**src/hw/rtl/pefhd_pkg.sv**
```systemverilog
// pefhd_pkg: constants, types and the code-to-nibble table for the frame header decoder
// no dependencies; imported by every module of the decoder
`default_nettype none

package pefhd_pkg;

	// frame layout
	localparam int CODE_STRIDE = 6;
	localparam int HDR_LEN     = 13;
	localparam int LOW_OFFSET  = 3;
	localparam int FINAL_POS   = CODE_STRIDE * (HDR_LEN - 1) + LOW_OFFSET;
	localparam int POS_W       = $clog2(FINAL_POS + 1);

	// nibble codes
	localparam logic [7:0] CODE_BASE  = 8'h82;
	localparam logic [7:0] CODE_LIMIT = 8'h94;

	// marker words
	localparam logic [15:0] HEAD_WORD = 16'h5a5b;
	localparam logic [15:0] TAIL_WORD = 16'h5b5a;

	// configuration
	localparam int                PADDR_W        = 3;
	localparam logic [7:0]        TYPE_LIMIT_RST = 8'd8;
	localparam logic [0:0]        REG_TYPE_LIMIT = 1'b0;

	typedef enum logic [2:0] {
		ST_OK        = 3'd0,
		ST_BAD_CODE  = 3'd1,
		ST_BAD_MARK  = 3'd2,
		ST_BAD_TYPE  = 3'd3,
		ST_TOO_SHORT = 3'd4
	} status_t;

	// header state handed from the assembly stage to the result stage
	typedef struct packed {
		logic        fire;
		logic        short_frame;
		logic        code_err;
		logic        marks_ok;
		logic [7:0]  channel;
		logic [31:0] frame_number;
		logic [7:0]  frame_type;
	} hdr_info_t;

	// code offset to nibble, two codes map twice
	function automatic logic [3:0] nibble_of(input logic [4:0] idx);
		logic [3:0] n;
		case (idx)
			5'd0:  n = 4'd0;
			5'd1:  n = 4'd1;
			5'd2:  n = 4'd2;
			5'd3:  n = 4'd3;
			5'd4:  n = 4'd4;
			5'd5:  n = 4'd4;
			5'd6:  n = 4'd5;
			5'd7:  n = 4'd6;
			5'd8:  n = 4'd7;
			5'd9:  n = 4'd8;
			5'd10: n = 4'd9;
			5'd11: n = 4'd10;
			5'd12: n = 4'd10;
			5'd13: n = 4'd11;
			5'd14: n = 4'd12;
			5'd15: n = 4'd13;
			5'd16: n = 4'd14;
			5'd17: n = 4'd15;
			default: n = 4'd0;
		endcase
		return n;
	endfunction

endpackage

`default_nettype wire

```
**src/hw/rtl/pefhd_apb_regs.sv**
```systemverilog
// pefhd_apb_regs: apb-style register port holding the frame type limit
// depends on pefhd_pkg
`default_nettype none

module pefhd_apb_regs (
	input  wire logic                          clk,
	input  wire logic                          arst_n,
	input  wire logic                          psel,
	input  wire logic                          penable,
	input  wire logic                          pwrite,
	input  wire logic [pefhd_pkg::PADDR_W-1:0] paddr,
	input  wire logic [31:0]                   pwdata,
	output logic      [31:0]                   prdata,
	output logic                               pready,
	output logic      [7:0]                    type_limit
);
	import pefhd_pkg::*;

	logic [7:0] type_limit_q;
	logic       reg_hit;

	// word index is paddr above the byte lanes
	assign reg_hit = (paddr[PADDR_W-1:2] == REG_TYPE_LIMIT);
	assign pready  = 1'b1;

	// register write
	always_ff @(posedge clk or negedge arst_n) begin
		if (!arst_n) begin
			type_limit_q <= TYPE_LIMIT_RST;
		end else if (psel && penable && pwrite && reg_hit) begin
			type_limit_q <= pwdata[7:0];
		end
	end

	// read back
	assign prdata     = reg_hit ? {24'd0, type_limit_q} : 32'd0;
	assign type_limit = type_limit_q;

endmodule

`default_nettype wire

```
**src/hw/rtl/pefhd_header.sv**
```systemverilog
// pefhd_header: input register, byte position tracking and header byte assembly
// depends on pefhd_pkg
`default_nettype none

module pefhd_header (
	input  wire logic                 clk,
	input  wire logic                 arst_n,
	input  wire logic                 in_valid,
	input  wire logic [7:0]           data_byte,
	input  wire logic                 last_byte,
	output logic                      in_stall,
	input  wire logic                 advance,
	output pefhd_pkg::hdr_info_t      info
);
	import pefhd_pkg::*;

	logic             valid_s1;
	logic [7:0]       byte_s1;
	logic             last_s1;

	logic [POS_W-1:0] pos_q;
	logic             err_q;
	logic             given_q;
	logic [7:0]       hdr_q  [HDR_LEN];
	logic [7:0]       hdr_nx [HDR_LEN];

	logic             step;
	logic             active;
	logic             at_final;
	logic             code_ok;
	logic [3:0]       nib;
	logic             any_hit;
	logic             err_nx;

	// input register, holds while the result side is blocked
	assign in_stall = valid_s1 && !advance;
	assign step     = valid_s1 && advance;
	assign active   = step && !given_q;

	always_ff @(posedge clk or negedge arst_n) begin
		if (!arst_n) begin
			valid_s1 <= 1'b0;
		end else if (!in_stall) begin
			valid_s1 <= in_valid;
		end
	end

	always_ff @(posedge clk) begin
		if (!in_stall) begin
			byte_s1 <= data_byte;
			last_s1 <= last_byte;
		end
	end

	// code decode, an out-of-range code gives a zero nibble
	assign code_ok  = (byte_s1 >= CODE_BASE) && (byte_s1 < CODE_LIMIT);
	assign nib      = code_ok ? nibble_of(5'(byte_s1 - CODE_BASE)) : 4'd0;
	assign at_final = (pos_q == POS_W'(FINAL_POS));

	// place the nibble into the header entry whose code offset matches
	always_comb begin
		any_hit = 1'b0;
		for (int i = 0; i < HDR_LEN; i++) begin
			hdr_nx[i] = hdr_q[i];
			if (pos_q == POS_W'(CODE_STRIDE * i)) begin
				hdr_nx[i] = {nib, 4'd0};
				any_hit   = 1'b1;
			end
			if (pos_q == POS_W'(CODE_STRIDE * i + LOW_OFFSET)) begin
				hdr_nx[i] = {hdr_q[i][7:4], nib};
				any_hit   = 1'b1;
			end
		end
	end

	assign err_nx = err_q || (any_hit && !code_ok);

	// frame state
	always_ff @(posedge clk or negedge arst_n) begin
		if (!arst_n) begin
			pos_q   <= '0;
			err_q   <= 1'b0;
			given_q <= 1'b0;
		end else if (step) begin
			if (last_s1) begin
				pos_q   <= '0;
				err_q   <= 1'b0;
				given_q <= 1'b0;
			end else if (!given_q) begin
				err_q <= err_nx;
				if (at_final) begin
					given_q <= 1'b1;
				end else begin
					pos_q <= pos_q + 1'b1;
				end
			end
		end
	end

	// header store, entries are written before they are read
	always_ff @(posedge clk) begin
		if (active) begin
			for (int i = 0; i < HDR_LEN; i++) begin
				hdr_q[i] <= hdr_nx[i];
			end
		end
	end

	// header view for the result stage, including this byte's nibble
	always_comb begin
		info.fire         = active && at_final;
		info.short_frame  = active && last_s1 && !at_final;
		info.code_err     = err_nx;
		info.marks_ok     = ({hdr_nx[1], hdr_nx[0]} == HEAD_WORD) &&
		                    ({hdr_nx[12], hdr_nx[11]} == TAIL_WORD);
		info.channel      = hdr_nx[2];
		info.frame_number = {hdr_nx[6], hdr_nx[5], hdr_nx[4], hdr_nx[3]};
		info.frame_type   = hdr_nx[7];
	end

endmodule

`default_nettype wire

```
**src/hw/rtl/pefhd_result.sv**
```systemverilog
// pefhd_result: status evaluation and the output register with its stall control
// depends on pefhd_pkg
`default_nettype none

module pefhd_result (
	input  wire logic                 clk,
	input  wire logic                 arst_n,
	input  wire pefhd_pkg::hdr_info_t info,
	input  wire logic [7:0]           type_limit,
	output logic                      advance,
	output logic                      out_valid,
	input  wire logic                 out_stall,
	output logic [2:0]                status,
	output logic [7:0]                channel,
	output logic [31:0]               frame_number,
	output logic [7:0]                frame_type
);
	import pefhd_pkg::*;

	logic        out_valid_q;
	status_t     status_q;
	logic [7:0]  channel_q;
	logic [31:0] frame_number_q;
	logic [7:0]  frame_type_q;
	status_t     status_nx;

	// the pipe moves whenever the output register is free or being drained
	assign advance = !out_valid_q || !out_stall;

	// status priority: short frame, code, marker words, type
	always_comb begin
		if (info.short_frame) begin
			status_nx = ST_TOO_SHORT;
		end else if (info.code_err) begin
			status_nx = ST_BAD_CODE;
		end else if (!info.marks_ok) begin
			status_nx = ST_BAD_MARK;
		end else if (info.frame_type >= type_limit) begin
			status_nx = ST_BAD_TYPE;
		end else begin
			status_nx = ST_OK;
		end
	end

	// output register
	always_ff @(posedge clk or negedge arst_n) begin
		if (!arst_n) begin
			out_valid_q <= 1'b0;
		end else if (advance) begin
			out_valid_q <= info.fire || info.short_frame;
		end
	end

	always_ff @(posedge clk) begin
		if (advance) begin
			status_q <= status_nx;
			if (status_nx == ST_OK) begin
				channel_q      <= info.channel;
				frame_number_q <= info.frame_number;
				frame_type_q   <= info.frame_type;
			end else begin
				channel_q      <= 8'd0;
				frame_number_q <= 32'd0;
				frame_type_q   <= 8'd0;
			end
		end
	end

	assign out_valid    = out_valid_q;
	assign status       = status_q;
	assign channel      = channel_q;
	assign frame_number = frame_number_q;
	assign frame_type   = frame_type_q;

endmodule

`default_nettype wire

```
**src/hw/rtl/pixel_embedded_frame_header_decoder_core.sv**
```systemverilog
// pixel_embedded_frame_header_decoder_core: top level of the embedded frame header decoder
// depends on pefhd_pkg, pefhd_apb_regs, pefhd_header, pefhd_result
//
//  channel   direction  handshake             payload
//  in        sink       in_valid / in_stall   data_byte, last_byte
//  out       source     out_valid / out_stall status, channel, frame_number, frame_type
//  apb       slave      psel/penable/pready   paddr, pwdata, prdata (type_limit at 0x0)
//
// one item per cycle while out_stall is low: an input register feeds the header assembly,
// whose result goes straight into the output register, so an item passes both registers.
// arst_n clears the frame position, error and result flags and both valid bits;
// type_limit resets to 8. out_stall holds a valid output register; an empty input register
// still takes one more item, then in_stall rises until the output drains.
`default_nettype none

module pixel_embedded_frame_header_decoder_core (
	input  wire logic                          clk,
	input  wire logic                          arst_n,
	input  wire logic                          in_valid,
	output logic                               in_stall,
	input  wire logic [7:0]                    data_byte,
	input  wire logic                          last_byte,
	output logic                               out_valid,
	input  wire logic                          out_stall,
	output logic      [2:0]                    status,
	output logic      [7:0]                    channel,
	output logic      [31:0]                   frame_number,
	output logic      [7:0]                    frame_type,
	input  wire logic                          psel,
	input  wire logic                          penable,
	input  wire logic                          pwrite,
	input  wire logic [pefhd_pkg::PADDR_W-1:0] paddr,
	input  wire logic [31:0]                   pwdata,
	output logic      [31:0]                   prdata,
	output logic                               pready
);
	import pefhd_pkg::*;

	logic       advance;
	logic [7:0] type_limit;
	hdr_info_t  info;

	// configuration registers
	pefhd_apb_regs u_regs (
		.clk        (clk),
		.arst_n     (arst_n),
		.psel       (psel),
		.penable    (penable),
		.pwrite     (pwrite),
		.paddr      (paddr),
		.pwdata     (pwdata),
		.prdata     (prdata),
		.pready     (pready),
		.type_limit (type_limit)
	);

	// header assembly
	pefhd_header u_header (
		.clk       (clk),
		.arst_n    (arst_n),
		.in_valid  (in_valid),
		.data_byte (data_byte),
		.last_byte (last_byte),
		.in_stall  (in_stall),
		.advance   (advance),
		.info      (info)
	);

	// status and output register
	pefhd_result u_result (
		.clk          (clk),
		.arst_n       (arst_n),
		.info         (info),
		.type_limit   (type_limit),
		.advance      (advance),
		.out_valid    (out_valid),
		.out_stall    (out_stall),
		.status       (status),
		.channel      (channel),
		.frame_number (frame_number),
		.frame_type   (frame_type)
	);

endmodule

`default_nettype wire

```
**config.mk**
```make
export PLATFORM = sky130hd
export DESIGN_NAME = pixel_embedded_frame_header_decoder_core
export DESIGN_NICKNAME = d
export VERILOG_FILES = /design/src/hw/rtl/pefhd_pkg.sv /design/src/hw/rtl/pefhd_apb_regs.sv /design/src/hw/rtl/pefhd_header.sv /design/src/hw/rtl/pefhd_result.sv /design/src/hw/rtl/pixel_embedded_frame_header_decoder_core.sv
export SDC_FILE = /design/constraint.sdc
export NUM_CORES = 1
export LEC_CHECK = 0
export BUFFER_PORTS_ARGS = -buffer_cell sky130_fd_sc_hd__buf_4
export CAP_MARGIN = 5
export CORE_MARGIN = 4
export CORE_UTILIZATION = 40
export CTS_BUF_LIST = sky130_fd_sc_hd__clkbuf_4 sky130_fd_sc_hd__clkbuf_8
export DETAILED_ROUTE_END_ITERATION = 16
export PLACE_DENSITY = 0.6
export SETUP_SLACK_MARGIN = 0.15
export SLEW_MARGIN = 40
export SYNTH_ARGS = -nofsm -noshare
export SYNTH_HDL_FRONTEND = slang
export SYNTH_SLANG_ARGS = --single-unit
```
**constraint.sdc**
```tcl
create_clock -name clk -period 16.6 [get_ports clk]
set_input_delay 0.83 -clock clk [delete_from_list [all_inputs] [get_ports clk]]
set_output_delay 0.83 -clock clk [all_outputs]
set_load 0.01 [all_outputs]
```
# Yosys cells after proc, flatten, opt, wreduce, memory -nomap -nowiden

Memories as Yosys holds them, arrays and structs flattened.
Cells that the tools add are included.

Muxes and demuxes: 74
Multiply operators: 0
Bitwise operators: 1
Shifts and indexed selects: 0
Eq/ne operators: 38
Reduce and logical (&&, ||, !) cells: 33
$add $sub $neg: 2
Div/mod/pow operators: 0
$lt $le $gt $ge: 3

Operators with widths:

| operator               | number |
|---|---|
| $mux W8                | 29 |
| $eq A7 B6 Y1 const B   | 11 |
| $eq A7 B5 Y1 const B   | 5 |
| $mux W1                | 33 |
| $eq A16 B15 Y1 const B | 2 |
| $eq A7 B7 Y1 const B   | 4 |
| $eq A7 B4 Y1 const B   | 3 |
| $mux W7                | 3 |
| $reduce_or A8 Y1       | 2 |
| $logic_and A1 B1 Y1    | 12 |
| $mux W4                | 3 |
| $ne A2 B2 Y1 const B   | 6 |
| $reduce_and A3 Y1      | 4 |
| $mux W3                | 3 |
| $ge A8 B8 Y1           | 1 |
| $ge A8 B8 Y1 const B   | 1 |
| $lt A8 B8 Y1 const B   | 1 |
| $reduce_and A2 Y1      | 4 |
| $add A7 B1 Y7 const B  | 1 |
| $eq A7 B2 Y1 const B   | 1 |
| $eq A7 B3 Y1 const B   | 1 |
| $logic_not A7 Y1       | 1 |
| $logic_not A1 Y1       | 6 |
| $mux W2                | 3 |
| 6 further kinds        | 11 |

Bits in writable memories: 104
Memory bits (read-only): 128
Memories: 2
Bits in latches: 0
Input bits: 51
Bits in registers: 79
Output and inout port bits: 86
Logic and storage cells: 165

Memories:

| name            | depth | bits a word | read ports | clocked after memory_dff | write ports | RTL line           | RTL |
|---|---|---|---|---|---|---|---|
| (no name shown) | 32    | 4           | 1          | 0                        | 0           | pefhd_pkg.sv:49    | `case (idx)` |
| u_header.hdr_q  | 13    | 8           | 10         | 0                        | 11          | pefhd_header.sv:24 | `logic [7:0] hdr_q [HDR_LEN];` |

# Depth between registers and ports, before layout

Gate-level depths: netlist of run 1.

Depth after elaboration: 32
Mapped depth: 20
Gate-level depth less buffers: 16

# Modules after synthesis

Synthesis of run 1 repeated with hierarchy kept, for this count alone.

Cells, all modules: 685
Area, all modules: 8056.5 µm²

By module, submodules not included:

| module         | cells each | seq. area each (µm²) | instances | area each (µm²) |
|---|---|---|---|---|
| pefhd_header   | 494        | 2922.8               | 1         | 5250.0 |
| pefhd_result   | 139        | 1556.5               | 1         | 2225.9 |
| pefhd_apb_regs | 52         | 201.4                | 1         | 580.6 |

# Worst setup path before layout of run 1

OpenSTA, ideal clock, no wires.

Kind: input-to-reg
Start point: input port out_stall
End point: register u_result.out_valid_q, in the netlist u_result.out_valid
Library setup time: 97 ps
Data arrival time: 6333 ps
Cell stages on the path: 5
Required time: 16503 ps
Path slack: 10170 ps
Path buffers: 0
Cell sequence: nand2_1 > nand2_1 > nor2_1 > o21ai_0 > nand2_1

Longest elaborated chain between the ends: 7
Elaborated cells on any way between the ends: 8
Those cells by class: reduce/logical (8)

RTL lines:

| element                           | RTL line                                       | RTL |
|---|---|---|
| from (decl)                       | pixel_embedded_frame_header_decoder_core.sv:24 | `input wire logic out_stall,` |
| $logic_not A1 Y1 *                | pefhd_result.sv:28                             | `assign advance = !out_valid_q \|\| !out_stall;` |
| $logic_or A1 B1 Y1 *              | pefhd_result.sv:28                             |  |
| $logic_and A1 B1 Y1 *             | pefhd_header.sv:37                             | `assign step = valid_s1 && advance;` |
| $logic_and A1 B1 Y1 *             | pefhd_header.sv:38                             | `assign active = step && !given_q;` |
| via u_header.active               | pefhd_header.sv:28                             | `logic active;` |
| $logic_and A1 B1 Y1 (2 in series) | pefhd_header.sv:112                            | `info.short_frame = active && last_s1 && !at_final;` |
| $logic_or A1 B1 Y1 *              | pefhd_result.sv:50                             | `out_valid_q <= info.fire \|\| info.short_frame;` |
| to (signal assigned)              | pefhd_result.sv:50                             |  |
| to (decl)                         | pefhd_result.sv:20                             | `logic out_valid_q;` |

The timed path passes the listed nets; every way through them passes the cells marked *.
A chain may end at the register's enable or synchronous reset.

==> metrics.txt, run 1 <==
status finished, final reports clean; MaxCap Viol Count 0; setup ws final roughly 11 ns; Post-Place Worst Slack 10.92 ns; starting density of the core 41.0%; first-pass GRT wire length 30.1 mm; Cells after DPL 992; Placer Congestion 0.867; vias per cell 5.51; sequential area share after synthesis 58.3%; Post-CTS Setup Inserts 0; met2 usage 26.9%; DRC 0; Fin. Hold Viols 0; Worst-Margin Slew 0.781 ns; commonest non-fill, non-tap cell in the layout edfxtp_1; Hold Buf Count CTS 0; drt first pass iters 5; vias in the first global route 5464; routed wire length per instance 18.9 um; synthesis-stage register bit count 159; Period minus WS final 5.65 ns; Ports 137; Hold Path Class in -> async; Arrival @ worst endpoint between 5 and 6 ns; Die Height 150 um; clock skew 0.0118 ns; max-slew violation count 0; Max VDD drop 0.0000539 V; Setup crit end kind flop; register area 4680 um2; CP max FO 41; critical path launch point u_header.byte_s1[1]; worst-skew pair later-pin latency roughly 0.46 ns; die area 22400 um2; Ys Warns 0; Max clock buf depth 2; Setup violations, final 0; fin cells 1024; hpwl dp 12.9 mm; row cnt 51; Die X 150 um; n_diodes 0; most common flop cell mapped by yosys edfxtp_1; Final ANT Viol Nets 0; area occupied by multi-input gates 3020 um2; mapped cell area 8030 um2; Cells after Synth between 600 and 700; clock sink total between 150 and 200; Worst-path clk slew 0.08 ns; I/O Buffers 85; Post-synth EDFFs 140; share of layout cells above drive strength 1 22.0%; # fillers 1814; TritonCTS clock tree done; relative slew slack 47.9%; synth-to-layout area growth 14.6%; initial drt markers just over 400; Yosys cell types 70; most frequent cells in the layout edfxtp_1, buf_4, nand2_1, o21ai_0, nor3b_1; worst setup path class reg -> reg; RR Startpoint u_header.byte_s1[1]; unrepaired setup endpoints after global routing false; Num CTS Buffers 17; final core area utilization 47.0%; grt ovf 0; final net count 811; Vias 5644; busiest layer in global routing met2; Avg Cell Area, Syn 11.8 um2; Tcrit/Tclk final 34.0%; Post-CTS Resized 0; asr flop ratio synth 11.9%; root buffer cell clkbuf_8; GR Util met1 about a quarter; fmax 0.177 GHz; leak pwr 3.53 nW; Placeable Area 19600 um2; met3 Resource Use GR 3.42%; Required @ worst endpoint ~17 ns; Tot GR Track Use 17.4%; nature of the critical path startpoint flop; largest net degree at the start of global routing between 60 and 70; routed wire length 19.3 mm; initial antenna violation count 0; H-tree Lvls 4; PwrDens 107 nW/um2; setup TNS 0 ns
## area by class of cell
type	instances	share of cell area (%)
inverter	21	0.856
clock buffer	20	2.79
timing repair buffer	90	7.38
clock inverter	12	1.75
tap	265	3.60
sequential	159	50.8
multi-input combinational	457	32.8
## synth_stat cells (11+ instances only)
| master | instances | area share [%] |
|---|---|---|
| edfxtp_1 | 140 | 52 |
| nand2_1 | 73 | 3.4 |
| o21ai_0 | 60 | 3.7 |
| nor3b_1 | 40 | 3.7 |
| buf_4 | 27 | 2.5 |
| nor2_1 | 25 | 1.2 |
| a22o_1 | 20 | 2.2 |
| clkbuf_1 | 20 | 0.93 |
| inv_1 | 20 | 0.93 |
| dfrtp_1 | 18 | 5.6 |
| a21oi_1 | 16 | 1.0 |
| a32o_1 | 16 | 2.0 |
| nand3_1 | 16 | 1.0 |
| ha_1 | 14 | 2.2 |
| buf_2 | 13 | 0.81 |
| nor2b_1 | 12 | 0.93 |
| nor3b_2 | 11 | 1.7 |
## path summary, 6_finish.rpt
kind                       slack [ns]  depth (start not counted)                     end
min                              0.23                          1    u_regs.type_limit[7]
min reg2reg                      0.51                          1    u_regs.type_limit[4]
max reg2reg                     10.95                         14  u_result.frame_type[1]
max in group asynchronous       16.11                          1    u_regs.type_limit[3]
max                             10.95                         14  u_result.frame_type[1]
min in group clk                 0.51                          1    u_regs.type_limit[4]
## metrics by stage
step / power (mW) / cell area, um2 / hold slack [ns]
2_1_floorplan: 0.634 / 8120 / 0.479
3_5_place_dp: 0.697 / 8780 / 0.494
6_report: 0.989 / 9210 / 0.233
4_1_cts: 0.998 / 9200 / 0.220
3_3_place_gp: 0.690 / 8770 / 0.490
5_1_grt: 1.04 / 9210 / 0.229
## cell families after synthesis
logic type	Yosys count	share of synthesized area [%]
xor+xnor	3	0.592
compound gates	154	13.4
mux	11	1.53
simple gates	250	18.4
buf+inv	85	5.54
other cells	2	0.0935
fa+ha+maj	14	2.18
flops	159	58.3
## power breakdown
group          internal [mW]  leakage (nW)  switching [mW]
clock network          0.155         0.211           0.146
registers              0.480          1.60          0.0207
logic                 0.0695          1.72           0.117
total                  0.705          3.53           0.284
## layer usage
metal  up-vias  routed length, um  share of wire, %
met5         -                  0                 0
met4         0                437               2.3
met3        26               1070               5.6
met2       184               9110                47
met1      2794               8690                45
li1       2640                  -                 -
## registers in the layout, indices dropped and copies added, names as in the netlist
| name | flops |
|---|---|
| u_header.err_q | 1 |
| u_result.frame_type | 8 |
| u_header.pos_q | 7 |
| u_result.frame_number | 32 |
| u_header.given_q | 1 |
| u_header.last_s1 | 1 |
| u_result.status | 3 |
| u_header.valid_s1 | 1 |
| u_header.byte_s1 | 8 |
| u_result.out_valid | 1 |
| u_regs.type_limit | 8 |
| u_header.hdr_q | 80 |
| u_result.channel | 8 |
## critical path: stages, from the launching register on
cell and delay, ns:
edfxtp_1 0.62, inv_1 0.09, ha_1 0.28, xnor2_2 0.39, a211oi_1 0.17, o311ai_2 0.52, nand2_1 0.50, o21ai_0 0.51
ha_1 0.32, a2111oi_0 0.34, o21ai_0 0.13, o21ai_0 0.25, nand4_1 0.55, buf_4 0.47, nor3b_1 0.30
Power figures use the tool's default switching activity.
==> run 2, diff against run 1 <==
PLACE_DENSITY = 0.62   (was 0.6)
clock period = 5.16 ns   (was 16.6 ns; I/O delays follow)
==> run 2 against run 1 <==
Net effect: routed wire length decreased by 0.80%; via count increased by 0.57%; power increased to 3.2 times the previous value; sequential cell count unchanged; cell area increased by 2.1%; sequential share of layout area decreased by 1.0 points; worst setup slack got worse by 10 ns; global-route usage decreased by 0.33 points; core utilization increased by 0.97 points; clock-buffer cell count unchanged; clock power increased to 3.1 times the previous value.
==> metrics.txt, run 2 (synthesis gave the netlist of run 1 again) <==
Int Pwr 2.24 mW; max-slew violation count 0; drt first pass iters 5; setup TNS 0 ns; P_sw 0.930 mW; Seq pwr share 51.0%; Worst-path clk slew 0.09 ns; register area between 4000 and 5000 um2; combinational power share between 10% and 20%; MaxCap Viol Count 0; Num CTS Buffers 17; status finished, final reports clean; final net count 831; Max VDD drop 0.000165 V; Die Height between 100 and 150 um; first-pass GRT wire length 29.8 mm; Largest Register u_header.hdr_q; fmax 0.216 GHz; Worst-Margin Slew approximately 0.82 ns; area occupied by multi-input gates 3010 um2; I/O Buffers 85; Hold Path Class in -> reg; routed wire length approximately 19 mm; Setup violations, final 0; Largest delay share family, worst path compound AO/OA/AOI/OAI gates; Placeable Area 19600 um2; Post-CTS Setup Inserts 0; CP max FO 49; Max clock buf depth 2; TritonCTS clock tree done; leak pwr between 3 and 4 nW; unrepaired setup endpoints after global routing false; Required @ worst endpoint 5.45 ns; root buffer cell clkbuf_8; final core area utilization between 40% and 50%; commonest non-fill, non-tap cell in the layout edfxtp_1; worst-skew pair later-pin latency 0.46 ns; vias per cell 5.44; total power 3.17 mW; Die X 150 um; clock sink total 159; Sw Share 29.4%; vias in the first global route 5510; worst path cell trace inv_1 > ha_1 > xnor2_2 > mux2_2 > o21ai_1 > nor2_2 > a22oi_1 > ha_1 > nand2b_1 > a21o_1 > a21o_1 > a21oi_1 > o21ai_0 > o21ai_0 > nand4_1 > buf_12 > nor3b_1; clock network power share between 20% and 30%; largest net degree at the start of global routing 53; max reg flops 80; Arrival @ worst endpoint a little under 5 ns; Slowest cell on crit path edfxtp_1; # fillers roughly 1800; initial drt markers 447; initial antenna violation count 0; grt ovf 0; Final ANT Viol Nets 0; Fin. Hold Viols 0; starting density of the core 41.0%; Tcrit/Tclk final 89.6%; most frequent cells in the layout edfxtp_1, buf_4, nand2_1, o21ai_0, nor3b_1; Period minus WS final around 4.6 ns; routed wire length per instance 18.4 um; H-tree Lvls 4; slowest stage delay, CP 0.64 ns; synth-to-layout area growth 17.0%; clock skew 0.0129 ns; row cnt 51; Vias approximately 5700; nature of the critical path startpoint flop; Placer Congestion 0.891; n_diodes 0; buffers and inverters on the worst path 2; share of layout cells above drive strength 1 22.4%; PwrDens 337 nW/um2; die area 22400 um2; Setup crit end kind flop; relative slew slack roughly 45%; Ports approximately 140; DRC 0; hpwl dp 13.0 mm; Tot GR Track Use 17.1%; worst setup path class reg -> reg
[run 2: timing repair]
action / 4_1_cts / 5_1_grt
setup endpoints to repair: 0 / 49
hold endpoints to repair: 29 / 0
hold buffers: 11 / 0
resized for setup: 0 / 1
[run 2: power groups by stage]
stage | Sequential [mW] | Clock (mW) | Combinational [mW]
finish | 1.61 | 0.933 | 0.618
global route | 1.63 | 0.999 | 0.680
CTS | 1.62 | 0.945 | 0.622
detailed placement | 1.64 | 0 | 0.611
global placement | 1.64 | 0 | 0.583
floorplan | 1.64 | 0 | 0.396
[run 2: per-layer routing]
metal | share of wire, % | GRT usage (%) | wire (um) | up-vias
met5 | 0 | 0 | 0 | -
li1 | - | - | - | 2687
met1 | 44 | 22.8 | 8400 | 2731
met4 | 1.5 | 4.89 | 294 | 0
met2 | 48 | 28.0 | 9170 | 233
met3 | 6.8 | 3.79 | 1300 | 25
[run 2: path summary, 6_finish.rpt]
path	startpoint	end	slack, ns	cells past startpoint
max	u_header.byte_s1[1]	u_result.frame_number[15]	0.54	17
min	pwdata[1]	u_regs.type_limit[1]	0.04	2
max reg2reg	u_header.byte_s1[1]	u_result.frame_number[15]	0.54	17
min reg2reg	u_regs.type_limit[4]	u_regs.type_limit[4]	0.51	1
max in group asynchronous	arst_n	u_regs.type_limit[3]	4.68	2
min in group asynchronous	arst_n	u_regs.type_limit[2]	0.22	2
[run 2: per-stage QoR]
step	area (um2)	setup slack [ns]	hold WS, ns	std cells
global placement	8850	0.736	0.144	999
finish	9400	0.537	0.0379	1043
detailed placement	8900	0.592	0.150	1001
global route	9400	0.158	0.00894	1043
CTS	9400	0.523	0.0145	1043
floorplan	8120	0.552	-0.0376	701
[run 2: cell type report]
class,instances,area share (%)
tap,265,3.53
multi-input combinational,457,32.0
clock buffer,20,2.73
inverter,21,0.839
clock inverter,11,1.44
timing repair buffer,110,9.64
sequential,159,49.8
==> run 3, diff against run 2 <==
BUFFER_PORTS_ARGS = -buffer_cell sky130_fd_sc_hd__buf_2   (was -buffer_cell sky130_fd_sc_hd__buf_4)
PLACE_DENSITY = default   (was 0.62)
==> run 3 against run 2 <==
Net effect: clock power down 12%; worst setup slack better by 0.070 ns; register-to-register slack better by 0.07 ns; non-clock buffer count up 5; power down 4.8%; final cell count up 0.48%; via count up 0.46%; largest cell class unchanged; combinational power down 5.8%; first-iteration DRC count up 23%.
==> metrics.txt, run 3 (synthesis gave the netlist of run 1 again) <==
buffers and inverters on the worst path 2; Tcrit/Tclk final around nine tenths; Setup violations, final 0; drt first pass iters 7; Tot GR Track Use 17.0%; nature of the critical path startpoint flop; status finished, final reports clean; H-tree Lvls 4; DRC 0; starting density of the core 41.0%; Num CTS Buffers 17; slowest stage delay, CP 0.56 ns; hpwl dp 12.8 mm; Int Pwr 2.09 mW; P_sw 0.927 mW; Largest Register u_header.hdr_q; total power 3.01 mW; vias per cell 5.44; CP max FO 13; unrepaired setup endpoints after global routing false; TritonCTS clock tree done; Hold Path Class in -> reg; worst path cell trace inv_1 > ha_1 > xnor2_2 > mux2_2 > o21ai_1 > nor2_2 > a22oi_1 > ha_1 > nand2b_1 > a21o_1 > a21o_1 > a21oi_1 > o21ai_0 > o21ai_0 > nand4_1 > buf_4 > nor3b_1; n_diodes 0; reg-to-reg endpoint u_result.frame_number[9]; PwrDens 329 nW/um2; row cnt 51; setup TNS 0 ns; max-slew violation count 0; root buffer cell clkbuf_8; RR Startpoint u_header.byte_s1[1]; commonest non-fill, non-tap cell in the layout edfxtp_1; share of layout cells above drive strength 1 about 23%; die area 22400 um2; Slowest cell on crit path edfxtp_1; clock sink total roughly 160; worst-skew pair later-pin latency 0.45 ns; Cells after DPL ~1000; largest net degree at the start of global routing 65; initial drt markers around 550; relative slew slack 47.5%; combinational power share 19.3%; Post-CTS Resized 0; Vias 5702; Reg2Reg Depth 17; Placeable Area 19600 um2; Period minus WS final 4.55 ns; Max VDD drop around 0.00014 V; Fin. Hold Viols 0; Die X ~150 um; Sw Share 30.8%; Setup crit end kind flop; design area 9150 um2; Die Height 150 um; leak pwr 3.57 nW; Placer Congestion 0.877; grt ovf 0; Worst-Margin Slew between 0.7 and 0.8 ns; I/O Buffers 85; final net count 836; MaxCap Viol Count 0; Seq pwr share 53.5%; synth-to-layout area growth 13.9%; Worst-path clk slew 0.09 ns; initial antenna violation count 0; max reg flops 80; Max clock buf depth 2; routed wire length per instance 18.2 um; Ports 137; Required @ worst endpoint 5.42 ns; r2r setup slk 0.61 ns; fmax 0.220 GHz; WHS Endpoint u_regs.type_limit[2]; Hold Crit Depth 2; Post-DP Area just under 9000 um2; Arrival @ worst endpoint 4.81 ns; fin cells 1048; routed wire length ~19 mm; Largest delay share family, worst path compound AO/OA/AOI/OAI gates; clock skew ~0.014 ns; min-delay src pwdata[2]; vias in the first global route 5526; worst setup path class reg -> reg; first-pass GRT wire length a little under 30 mm; most frequent cells in the layout edfxtp_1, buf_2, nand2_1, o21ai_0, nor3b_1; Final ANT Viol Nets 0; clock network power share 27.2%
==> run 3: cell types whose count changed in the layout (fill, tap and decap cells not counted), sizes merged <==
cell / delta
clkinvlp: +2
buf: +4
bufinv: -2
clkbuf: -3
inv: +1
dlygate4sd3: +1
clkinv: +2
==> run 3: worst register-to-register path, stage by stage (launching register included) <==
cell and delay [ns]:
edfxtp_1 0.56, inv_1 0.09, ha_1 0.27, xnor2_2 0.39
mux2_2 0.41, o21ai_1 0.20, nor2_2 0.09, a22oi_1 0.37
ha_1 0.31, nand2b_1 0.14, a21o_1 0.17, a21o_1 0.17
a21oi_1 0.14, o21ai_0 0.09, o21ai_0 0.18, nand4_1 0.27
buf_4 0.28, nor3b_1 0.25
==> run 3: power by group through the flow <==
stage	Sequential (mW)	Clock (mW)	Combinational, mW
after floorplan	1.64	0	0.396
after global placement	1.63	0	0.549
after detailed placement	1.64	0	0.570
after CTS	1.61	0.844	0.580
after global routing	1.62	0.898	0.642
final	1.61	0.821	0.582
==> run 3: how the worst max path moves through the flow <==
stage / cells after the start / to / from
6_report: 17 / u_result.frame_number[9] / u_header.byte_s1[1]
5_1_grt: 17 / u_result.frame_number[9] / u_header.byte_s1[2]
4_1_cts: 17 / u_result.frame_number[9] / u_header.byte_s1[1]
3_5_place_dp: 17 / u_result.frame_number[9] / u_header.byte_s1[1]
3_3_place_gp: 14 / u_result.status[1] / u_header.byte_s1[1]
2_1_floorplan: 5 / u_result.out_valid / u_result.out_valid
==> run 3: repair_timing <==
| action | CTS | global route |
|---|---|---|
| hold buffers | 11 | 1 |
| buffers inserted | 0 | 3 |
| hold endpoints to repair | 28 | 1 |
| endpoints found under the setup margin | 0 | 4 |
==> run 3: area by class of cell <==
class                      instances  area (um2)
clock buffer                      17         234
clock inverter                    14         113
fill                            1783       10400
inverter                          21        78.8
multi-input combinational        457        3020
sequential                       159        4680
tap                              265         332
timing repair buffer             115         697
==> run 3: stage by stage <==
step / worst slack (ns) / hold slack (ns) / utilization, %
detailed placement: 0.556 / 0.230 / 44.2
floorplan: 0.552 / -0.0376 / -
global placement: 0.706 / 0.219 / 44.1
finish: 0.607 / 0.0357 / 46.7
CTS: 0.504 / 0.00950 / 46.5
global route: 0.199 / 0.0000865 / 46.7
==> run 3: layer usage <==
layer	vias to the layer above	track usage (%)	share of wire, %
met4	0	5.44	1.7
met3	19	3.94	6.4
met1	2774	23.1	45
met2	205	27.1	47
li1	2704	-	-
met5	-	0	0
